### src/lpr_pkg.sv
// ----------------------------------------------------------------------------
// LRU page replacement package
// Shared constants and control types for the frame table datapath.
// ----------------------------------------------------------------------------
package lpr_pkg;

  // Default build sizes.
  localparam int unsigned NumFramesDef = 16;
  localparam int unsigned PageBitsDef  = 16;

  // Fixed field widths.
  localparam int unsigned CfgW      = 5;
  localparam int unsigned StampW    = 32;
  localparam int unsigned TotalW    = 32;
  localparam int unsigned FrameIdxW = 4;

  // Reset value of the frames_in_use register.
  localparam logic [CfgW-1:0] FramesReset = 5'd16;

  // All-ones value: saturation limit of the clock and counters.
  localparam logic [StampW-1:0] SatStamp = '1;

  // Per-sample control from the sequencer to the search unit.
  typedef struct packed {
    logic clear;
    logic sample;
    logic entry_valid;
  } scan_ctl_t;

  // Search results that are plain flags.
  typedef struct packed {
    logic found;
    logic have_empty;
  } scan_flags_t;

endpackage

### src/lpr_frame_mem.sv
// ----------------------------------------------------------------------------
// LRU frame memory
// One-port-write, one-port-read synchronous RAM holding page and use stamp
// of every frame. Read data is registered.
// ----------------------------------------------------------------------------
module lpr_frame_mem #(
  parameter int unsigned Depth = lpr_pkg::NumFramesDef,
  parameter int unsigned Width = lpr_pkg::PageBitsDef + lpr_pkg::StampW,
  localparam int unsigned AddrW = (Depth > 1) ? $clog2(Depth) : 1
) (
  input  logic             clk_i,
  input  logic             we_i,
  input  logic [AddrW-1:0] waddr_i,
  input  logic [Width-1:0] wdata_i,
  input  logic             re_i,
  input  logic [AddrW-1:0] raddr_i,
  output logic [Width-1:0] rdata_o
);

  logic [Width-1:0] mem_q [Depth];
  logic [Width-1:0] rdata_q;

  // Write port.
  always_ff @(posedge clk_i) begin
    if (we_i) begin
      mem_q[waddr_i] <= wdata_i;
    end
  end

  // Registered read port.
  always_ff @(posedge clk_i) begin
    if (re_i) begin
      rdata_q <= mem_q[raddr_i];
    end
  end

  assign rdata_o = rdata_q;

endmodule

### src/lpr_scan.sv
// ----------------------------------------------------------------------------
// LRU search unit
// Takes one frame entry per cycle while sample is high, and keeps the first
// matching frame, the first empty and the oldest valid frame seen so far.
// ----------------------------------------------------------------------------
module lpr_scan #(
  parameter int unsigned NumFrames = lpr_pkg::NumFramesDef,
  parameter int unsigned PageBits  = lpr_pkg::PageBitsDef,
  localparam int unsigned IdxW = (NumFrames > 1) ? $clog2(NumFrames) : 1
) (
  input  logic                      clk_i,
  input  logic                      rst_ni,
  input  lpr_pkg::scan_ctl_t        ctl_i,
  input  logic [IdxW-1:0]           idx_i,
  input  logic [PageBits-1:0]       key_i,
  input  logic [PageBits-1:0]       page_i,
  input  logic [lpr_pkg::StampW-1:0] stamp_i,
  output lpr_pkg::scan_flags_t      flags_o,
  output logic [IdxW-1:0]           hit_at_o,
  output logic [IdxW-1:0]           empty_at_o,
  output logic [IdxW-1:0]           lru_at_o,
  output logic [PageBits-1:0]       lru_page_o
);

  lpr_pkg::scan_flags_t        flags_q;
  logic [IdxW-1:0]             hit_at_q, empty_at_q, lru_at_q;
  logic [PageBits-1:0]         lru_page_q;
  logic [lpr_pkg::StampW-1:0]  lru_stamp_q;

  // Running search over the entries of one pass.
  always_ff @(posedge clk_i or negedge rst_ni) begin
    if (!rst_ni) begin
      flags_q     <= '0;
      hit_at_q    <= '0;
      empty_at_q  <= '0;
      lru_at_q    <= '0;
      lru_page_q  <= '0;
      lru_stamp_q <= lpr_pkg::SatStamp;
    end else if (ctl_i.clear) begin
      flags_q     <= '0;
      lru_at_q    <= '0;
      lru_stamp_q <= lpr_pkg::SatStamp;
    end else if (ctl_i.sample) begin
      if (ctl_i.entry_valid) begin
        if (!flags_q.found && (page_i == key_i)) begin
          flags_q.found <= 1'b1;
          hit_at_q      <= idx_i;
        end
        // Strict compare keeps the lowest index on equal stamps.
        if ((idx_i == '0) || (stamp_i < lru_stamp_q)) begin
          lru_stamp_q <= stamp_i;
          lru_at_q    <= idx_i;
          lru_page_q  <= page_i;
        end
      end else if (!flags_q.have_empty) begin
        flags_q.have_empty <= 1'b1;
        empty_at_q         <= idx_i;
      end
    end
  end

  assign flags_o    = flags_q;
  assign hit_at_o   = hit_at_q;
  assign empty_at_o = empty_at_q;
  assign lru_at_o   = lru_at_q;
  assign lru_page_o = lru_page_q;

endmodule

### src/lru_page_replacement.sv
// ----------------------------------------------------------------------------
// LRU page replacement
// Fully associative least-recently-used frame table with fault and hit totals.
// ----------------------------------------------------------------------------
// An item is taken when start is high and busy is low. The block reads the
// active frames from its frame memory one per cycle, decides hit, fill or
// eviction, and writes the chosen frame back while busy; the result appears
// on done_o for exactly one cycle right after, and a new item may be started
// in that same cycle. The receiver cannot stall results. The user must write
// frames_in_use only while the block is idle; the block itself does not
// enforce it. 0 acts as 1 and values above the built frame count act as that
// count. Frames outside the active range keep their contents. Frame valid
// bits are cleared by reset, so no memory clearing pass is needed.
module lru_page_replacement #(
  parameter int unsigned NUM_FRAMES = lpr_pkg::NumFramesDef,
  parameter int unsigned PAGE_BITS  = lpr_pkg::PageBitsDef
) (
  input  logic                        clk_i,
  input  logic                        rst_ni,
  input  logic                        cfg_we_i,
  input  logic [lpr_pkg::CfgW-1:0]    cfg_wdata_i,
  input  logic                        start,
  output logic                        busy,
  input  logic [PAGE_BITS-1:0]        page_number_i,
  output logic                        done_o,
  output logic                        hit_o,
  output logic [lpr_pkg::FrameIdxW-1:0] frame_index_o,
  output logic                        evicted_valid_o,
  output logic [PAGE_BITS-1:0]        evicted_page_o,
  output logic [lpr_pkg::TotalW-1:0]  fault_total_o,
  output logic [lpr_pkg::TotalW-1:0]  hit_total_o
);

  localparam int unsigned IdxW   = (NUM_FRAMES > 1) ? $clog2(NUM_FRAMES) : 1;
  localparam int unsigned EntryW = PAGE_BITS + lpr_pkg::StampW;

  typedef enum logic [1:0] {
    StIdle,
    StScan,
    StDrain,
    StDecide
  } state_e;

  state_e                        state_q;
  logic [lpr_pkg::CfgW-1:0]      frames_in_use_q;
  logic [IdxW-1:0]               last_q, cnt_q, samp_idx_q;
  logic                          samp_vld_q;
  logic [PAGE_BITS-1:0]          page_q;
  logic [NUM_FRAMES-1:0]         valid_q;
  logic [lpr_pkg::StampW-1:0]    use_clock_q;
  logic [lpr_pkg::TotalW-1:0]    fault_cnt_q, hit_cnt_q;
  logic                          done_q, hit_q, ev_vld_q;
  logic [IdxW-1:0]               target_q;
  logic [PAGE_BITS-1:0]          ev_page_q;

  logic [IdxW-1:0]               last_d;
  logic [lpr_pkg::StampW-1:0]    use_clock_d;
  logic [IdxW-1:0]               target_d;
  logic                          mem_we, mem_re;
  logic [EntryW-1:0]             mem_rdata;
  logic [PAGE_BITS-1:0]          rd_page;
  logic [lpr_pkg::StampW-1:0]    rd_stamp;
  lpr_pkg::scan_ctl_t            scan_ctl;
  lpr_pkg::scan_flags_t          scan_flags;
  logic [IdxW-1:0]               hit_at, empty_at, lru_at;
  logic [PAGE_BITS-1:0]          lru_page;
  logic                          accept;

  assign accept = start && !busy;
  assign busy   = (state_q != StIdle);

  // Index of the last active frame from the register value.
  always_comb begin
    if (frames_in_use_q == '0) begin
      last_d = '0;
    end else if (32'(frames_in_use_q) > 32'(NUM_FRAMES)) begin
      last_d = IdxW'(NUM_FRAMES - 1);
    end else begin
      last_d = IdxW'(32'(frames_in_use_q) - 32'd1);
    end
  end

  // Configuration register.
  always_ff @(posedge clk_i or negedge rst_ni) begin
    if (!rst_ni) begin
      frames_in_use_q <= lpr_pkg::FramesReset;
    end else if (cfg_we_i) begin
      frames_in_use_q <= cfg_wdata_i;
    end
  end

  // Frame memory and its read pipeline.
  assign mem_re = (state_q == StScan);
  assign mem_we = (state_q == StDecide);
  assign {rd_page, rd_stamp} = mem_rdata;

  lpr_frame_mem #(
    .Depth (NUM_FRAMES),
    .Width (EntryW)
  ) u_mem (
    .clk_i   (clk_i),
    .we_i    (mem_we),
    .waddr_i (target_d),
    .wdata_i ({page_q, use_clock_d}),
    .re_i    (mem_re),
    .raddr_i (cnt_q),
    .rdata_o (mem_rdata)
  );

  // Search unit sees each entry in the cycle after its read.
  assign scan_ctl.clear       = accept;
  assign scan_ctl.sample      = samp_vld_q;
  assign scan_ctl.entry_valid = valid_q[samp_idx_q];

  lpr_scan #(
    .NumFrames (NUM_FRAMES),
    .PageBits  (PAGE_BITS)
  ) u_scan (
    .clk_i      (clk_i),
    .rst_ni     (rst_ni),
    .ctl_i      (scan_ctl),
    .idx_i      (samp_idx_q),
    .key_i      (page_q),
    .page_i     (rd_page),
    .stamp_i    (rd_stamp),
    .flags_o    (scan_flags),
    .hit_at_o   (hit_at),
    .empty_at_o (empty_at),
    .lru_at_o   (lru_at),
    .lru_page_o (lru_page)
  );

  // Decision: hit frame, first empty frame, or oldest frame.
  always_comb begin
    use_clock_d = (use_clock_q == lpr_pkg::SatStamp) ? use_clock_q
                                                    : use_clock_q + 1'b1;
    if (scan_flags.found) begin
      target_d = hit_at;
    end else if (scan_flags.have_empty) begin
      target_d = empty_at;
    end else begin
      target_d = lru_at;
    end
  end

  // Sequencer, state and result registers.
  always_ff @(posedge clk_i or negedge rst_ni) begin
    if (!rst_ni) begin
      state_q     <= StIdle;
      last_q      <= '0;
      cnt_q       <= '0;
      samp_idx_q  <= '0;
      samp_vld_q  <= 1'b0;
      page_q      <= '0;
      valid_q     <= '0;
      use_clock_q <= '0;
      fault_cnt_q <= '0;
      hit_cnt_q   <= '0;
      done_q      <= 1'b0;
      hit_q       <= 1'b0;
      ev_vld_q    <= 1'b0;
      target_q    <= '0;
      ev_page_q   <= '0;
    end else begin
      done_q     <= 1'b0;
      samp_vld_q <= 1'b0;
      case (state_q)
        StIdle: begin
          if (accept) begin
            page_q  <= page_number_i;
            last_q  <= last_d;
            cnt_q   <= '0;
            state_q <= StScan;
          end
        end
        StScan: begin
          samp_vld_q <= 1'b1;
          samp_idx_q <= cnt_q;
          cnt_q      <= cnt_q + 1'b1;
          if (cnt_q == last_q) begin
            state_q <= StDrain;
          end
        end
        StDrain: begin
          state_q <= StDecide;
        end
        StDecide: begin
          use_clock_q <= use_clock_d;
          target_q    <= target_d;
          hit_q       <= scan_flags.found;
          done_q      <= 1'b1;
          if (scan_flags.found) begin
            ev_vld_q  <= 1'b0;
            ev_page_q <= '0;
            if (hit_cnt_q != lpr_pkg::SatStamp) begin
              hit_cnt_q <= hit_cnt_q + 1'b1;
            end
          end else begin
            valid_q[target_d] <= 1'b1;
            ev_vld_q  <= !scan_flags.have_empty;
            ev_page_q <= scan_flags.have_empty ? '0 : lru_page;
            if (fault_cnt_q != lpr_pkg::SatStamp) begin
              fault_cnt_q <= fault_cnt_q + 1'b1;
            end
          end
          state_q <= StIdle;
        end
        default: begin
          state_q <= StIdle;
        end
      endcase
    end
  end

  assign done_o          = done_q;
  assign hit_o           = hit_q;
  assign frame_index_o   = lpr_pkg::FrameIdxW'(32'(target_q));
  assign evicted_valid_o = ev_vld_q;
  assign evicted_page_o  = ev_page_q;
  assign fault_total_o   = fault_cnt_q;
  assign hit_total_o     = hit_cnt_q;

`ifndef SYNTH
  // A result follows only the decision step.
  a_done_after_decide: assert property (@(posedge clk_i) disable iff (!rst_ni)
    done_q |-> $past(state_q == StDecide))
    else $error("result strobe without a decision step");

  // A hit never reports an eviction.
  a_hit_no_evict: assert property (@(posedge clk_i) disable iff (!rst_ni)
    (done_q && hit_q) |-> (!ev_vld_q && (ev_page_q == '0)))
    else $error("eviction reported on a hit");

  // An accepted item keeps the block busy in the next cycle.
  a_accept_busy: assert property (@(posedge clk_i) disable iff (!rst_ni)
    accept |=> busy)
    else $error("item accepted but block not busy");

  // The written frame is valid once the result is shown.
  a_target_valid: assert property (@(posedge clk_i) disable iff (!rst_ni)
    done_q |-> valid_q[target_q])
    else $error("result frame is not valid");
`endif

endmodule

### config.mk
export PLATFORM = sky130hd
export DESIGN_NAME = lru_page_replacement
export DESIGN_NICKNAME = d
export VERILOG_FILES = /design/src/lpr_pkg.sv /design/src/lpr_frame_mem.sv /design/src/lpr_scan.sv /design/src/lru_page_replacement.sv
export SDC_FILE = /design/constraint.sdc
export NUM_CORES = 1
export LEC_CHECK = 0
export BUFFER_PORTS_ARGS = -buffer_cell sky130_fd_sc_hd__clkbuf_2
export CAP_MARGIN = 20
export CORE_MARGIN = 2
export CORE_UTILIZATION = 50
export DETAILED_ROUTE_END_ITERATION = 8
export PLACE_DENSITY = 0.77
export SKIP_LAST_GASP = 1
export SLEW_MARGIN = 20
export SYNTH_ARGS = -nofsm -noshare
export SYNTH_HDL_FRONTEND = slang
export SYNTH_SLANG_ARGS = --single-unit
export TNS_END_PERCENT = 10
### constraint.sdc
create_clock -name clk_i -period 4.9 [get_ports clk_i]
set_input_delay 0.735 -clock clk_i [delete_from_list [all_inputs] [get_ports clk_i]]
set_output_delay 0.735 -clock clk_i [all_outputs]
set_load 0.005 [all_outputs]
==> results.yml <==
status:
  run_status: "finished, final reports clean"
cts:
  cts_post_setup_buffers_inserted: 0
  holdBufCountCts: 0
  clkTransAtPathRegs_ps: 60
  numCtsBuffers: 101
  cts_root_buf: "clkbuf_16"
  clock_insertion_delay_worst_skew_ps: 670
  clock_path_buffers: 3
  clock-sinks: 1049
  cts_max_level: 3
  tritoncts_clock_tree: "built"
  cts_repair_resizes: 0
worst_setup_path:
  worst_path_class_setup: "reg2reg"
  r2r-start: "u_scan.lru_stamp_q[2]$_DFFE_PN1P_"
  worstSetupEndpointType: "flip-flop"
  worstPathRequired_ps: 5440
  cp.arrival_ps: 4100
  worst-path-max-fanout: 35
  worst_setup_path_startpoint: "u_scan.lru_stamp_q[2]$_DFFE_PN1P_"
  worst_setup_path_start_kind: "flip-flop"
synth:
  ys_seq_elements: 1049
  synthCells: 2221
  synth_nets: 2287
  synth.distinct_cells: 63
  seq_area_frac_synth_pct: 72.3
  syn_area_sq_um: 42000
  synth_enable_flop_cells: 816
  synth_top_flop_cell: "edfxtp_1"
  syn_avg_cell_area_sq_um: 18.9
  synthesis_warning_total: 0
  synth_async_sr_flop_share_pct: 22.2
placed_design:
  routabilityCongestion: 0.888
  place.port_buffers: 112
  detailed_place_hpwl_mm: 52.3
  placed_cells: 3350
die:
  design.core.area_sq_um: 83400
  die_outline_width_microns: 294
  area_of_the_die_sq_um: 86300
  rows: 106
  pin_count: 113
  effective_utilization_at_floorplan_pct: 50.3
  fp.dieH_microns: 294
cells_and_area:
  final_common_cell: "edfxtp_1"
  share_of_final_layout_standard_cells_stronger_than_drive_strength_1_pct: 27.5
  most-common-layout-cells: "816 x edfxtp_1, 244 x mux4_2, 196 x dfrtp_1"
  syn_to_final_growth_pct: 13.8
  stdcell_count: 3541
  nNetsFinal: 2439
  number_of_inserted_diodes: 0
grt:
  grt_pass1_wl_mm: 144
  antenna_found_initial: 2
  grt_start_max_net_pins: 108
  grt_pass1_vias: 22400
  grt_overflow_total: 0
  grt.total_usage_pct: 22.4
routing:
  drt_first_iter_violations: 2416
  wl_mm: 96.1
  route.detailed.wl_per_inst_microns: 27.1
  drt_pre_antenna_iters: 6
  postRouteAntennaNets: 0
  drc: 0
  detailroute.via_count: 22200
  vias_per_cell: 6.26
power_and_ir_drop:
  sw_frac_of_total_pct: 30.2
  comb_power_share_pct: 24.6
  clock_power_share_pct: 28.9
  irDropWorstVdd_uv: 331
  switching_power_mw: 8.29
  leakagePower_nw: 17.6
  p_per_area_nw_per_um2: 575
  seqPwrFrac_pct: 46.5
  power.internal_mw: 19.2
timing:
  timing_max_transition_violations_final: 0
  unrepaired_setup_endpoints_after_global_routing: "false"
  final.min_clock_period_ps: 3560
  fin_hold_ws_ps: 136
  timing.max_slew.rel_slack_pct: 27.6
  number_of_endpoints_with_negative_hold_slack_in_the_final_report: 0
  finalCritPeriodShare_pct: 72.6
  fin_setup_tns_ps: 0
  final.setup_skew_ps: 27.7
  max_clock_freq_mhz: 281
  timing_worst_slew_pin_value_ps: 1080
  setup_viol_count_final: 0
job:
  cap_viol_max_count: 0
hold_path:
  holdCritPathClass: "in2async"
path summary, 6_finish.rpt:
path | endpoint | slack (ps) | depth (start not counted)
hold / removal | evicted_page_o[14]$_DFFE_PN0P_ | 140 | 1
hold reg to reg | valid_q[9]$_DFFE_PN0P_ | 460 | 1
min in group clk_i | frames_in_use_q[4]$_DFFE_PN1P_ | 290 | 3
max in group asynchronous | fault_total_o[24]$_DFFE_PN0P_ | 3480 | 2
setup reg to reg | u_scan.lru_stamp_q[26]$_DFFE_PN1P_ | 1340 | 10
setup / recovery | u_scan.lru_stamp_q[26]$_DFFE_PN1P_ | 1340 | 10
Yosys cell counts (all sizes together) (20+ instances only):
cell type	number	area (sq um)
xnor2	70	613
and3	24	150
o211ai	31	233
nor2	74	278
inv	52	195
dfrtp	200	5000
edfxtp	816	24500
a21oi	21	105
nand3	44	220
nand2	94	355
nand4	35	231
mux2	49	559
buf	32	146
xor2	75	657
dfstp	33	867
mux4	244	5500
nor3	20	100
o21ai	31	163
ha	41	513
o2111ai	32	280
clkbuf	80	300
worst max-delay path: stages (launching register included):
cell and delay, ps:
dfstp_2 530, inv_1 80, ha_1 300, a211oi_1 220, o21ai_1 120, a41oi_1 250
o41ai_1 140, a31oi_4 870, o211a_1 360, buf_4 400, o211ai_1 150
through the flow:
step	instance area [sq um]	setup WS (ps)	utilization, %	total power, mW
final	47800	1340	57.3	27.5
after global routing	47800	1060	57.3	28.5
after CTS	47600	1430	57.1	27.5
after detailed placement	44200	1500	53.0	19.5
after global placement	44200	1570	53.0	19.2
after floorplan	42000	1130	-	17.1
power groups by stage:
| stage | sequential [mW] | clock (mW) | combinational [mW] |
|---|---|---|---|
| 2_1_floorplan | 12.2 | 0 | 4.90 |
| 3_3_place_gp | 12.8 | 0 | 6.42 |
| 3_5_place_dp | 12.9 | 0 | 6.63 |
| 4_1_cts | 12.8 | 8.01 | 6.75 |
| 5_1_grt | 12.9 | 8.35 | 7.20 |
| 6_report | 12.8 | 7.93 | 6.75 |
cell type report:
cell class                      instances  area, sq um
Inverter                               52          195
Timing Repair Buffer                  161         1140
Fill cell                            5840        35700
Clock inverter                         48          584
Clock buffer                          143         2830
Multi-Input combinational cell       1008        11300
Tap cell                             1080         1350
Sequential cell                      1049        30400
sequential cells by signal, summed over array words and instances (netlist names), 5 cells and up:
register / cells
evicted_page_o: 16
u_mem.mem_q: 768
fault_total_o: 32
u_mem.rdata_o: 48
valid_q: 16
u_scan.lru_stamp_q: 32
use_clock_q: 32
hit_total_o: 32
u_scan.lru_page_o: 16
frames_in_use_q: 5
page_q: 16
cells by family (layout without fill, tap and decap cells):
logic type	after synthesis	in the layout	share of synthesized area, %
DFF	1049	1049	72.3
adders and majority gates	43	43	1.27
and+or+nand+nor	342	342	4.15
muxes	300	300	14.6
xor gates and xnor gates	145	145	3.02
AOI/OAI and AO/OA	178	178	3.08
buffers and inverters	164	404	1.53
routing by layer:
| layer | vias up | GRT usage [%] | routed length, microns |
|---|---|---|---|
| li1 | 9164 | - | - |
| met1 | 11600 | 31.7 | 38300 |
| met2 | 1212 | 36.4 | 46900 |
| met3 | 208 | 3.49 | 7990 |
| met4 | 4 | 6.83 | 2830 |
| met5 | - | 0 | 22 |
Power figures use the tool's default switching activity.
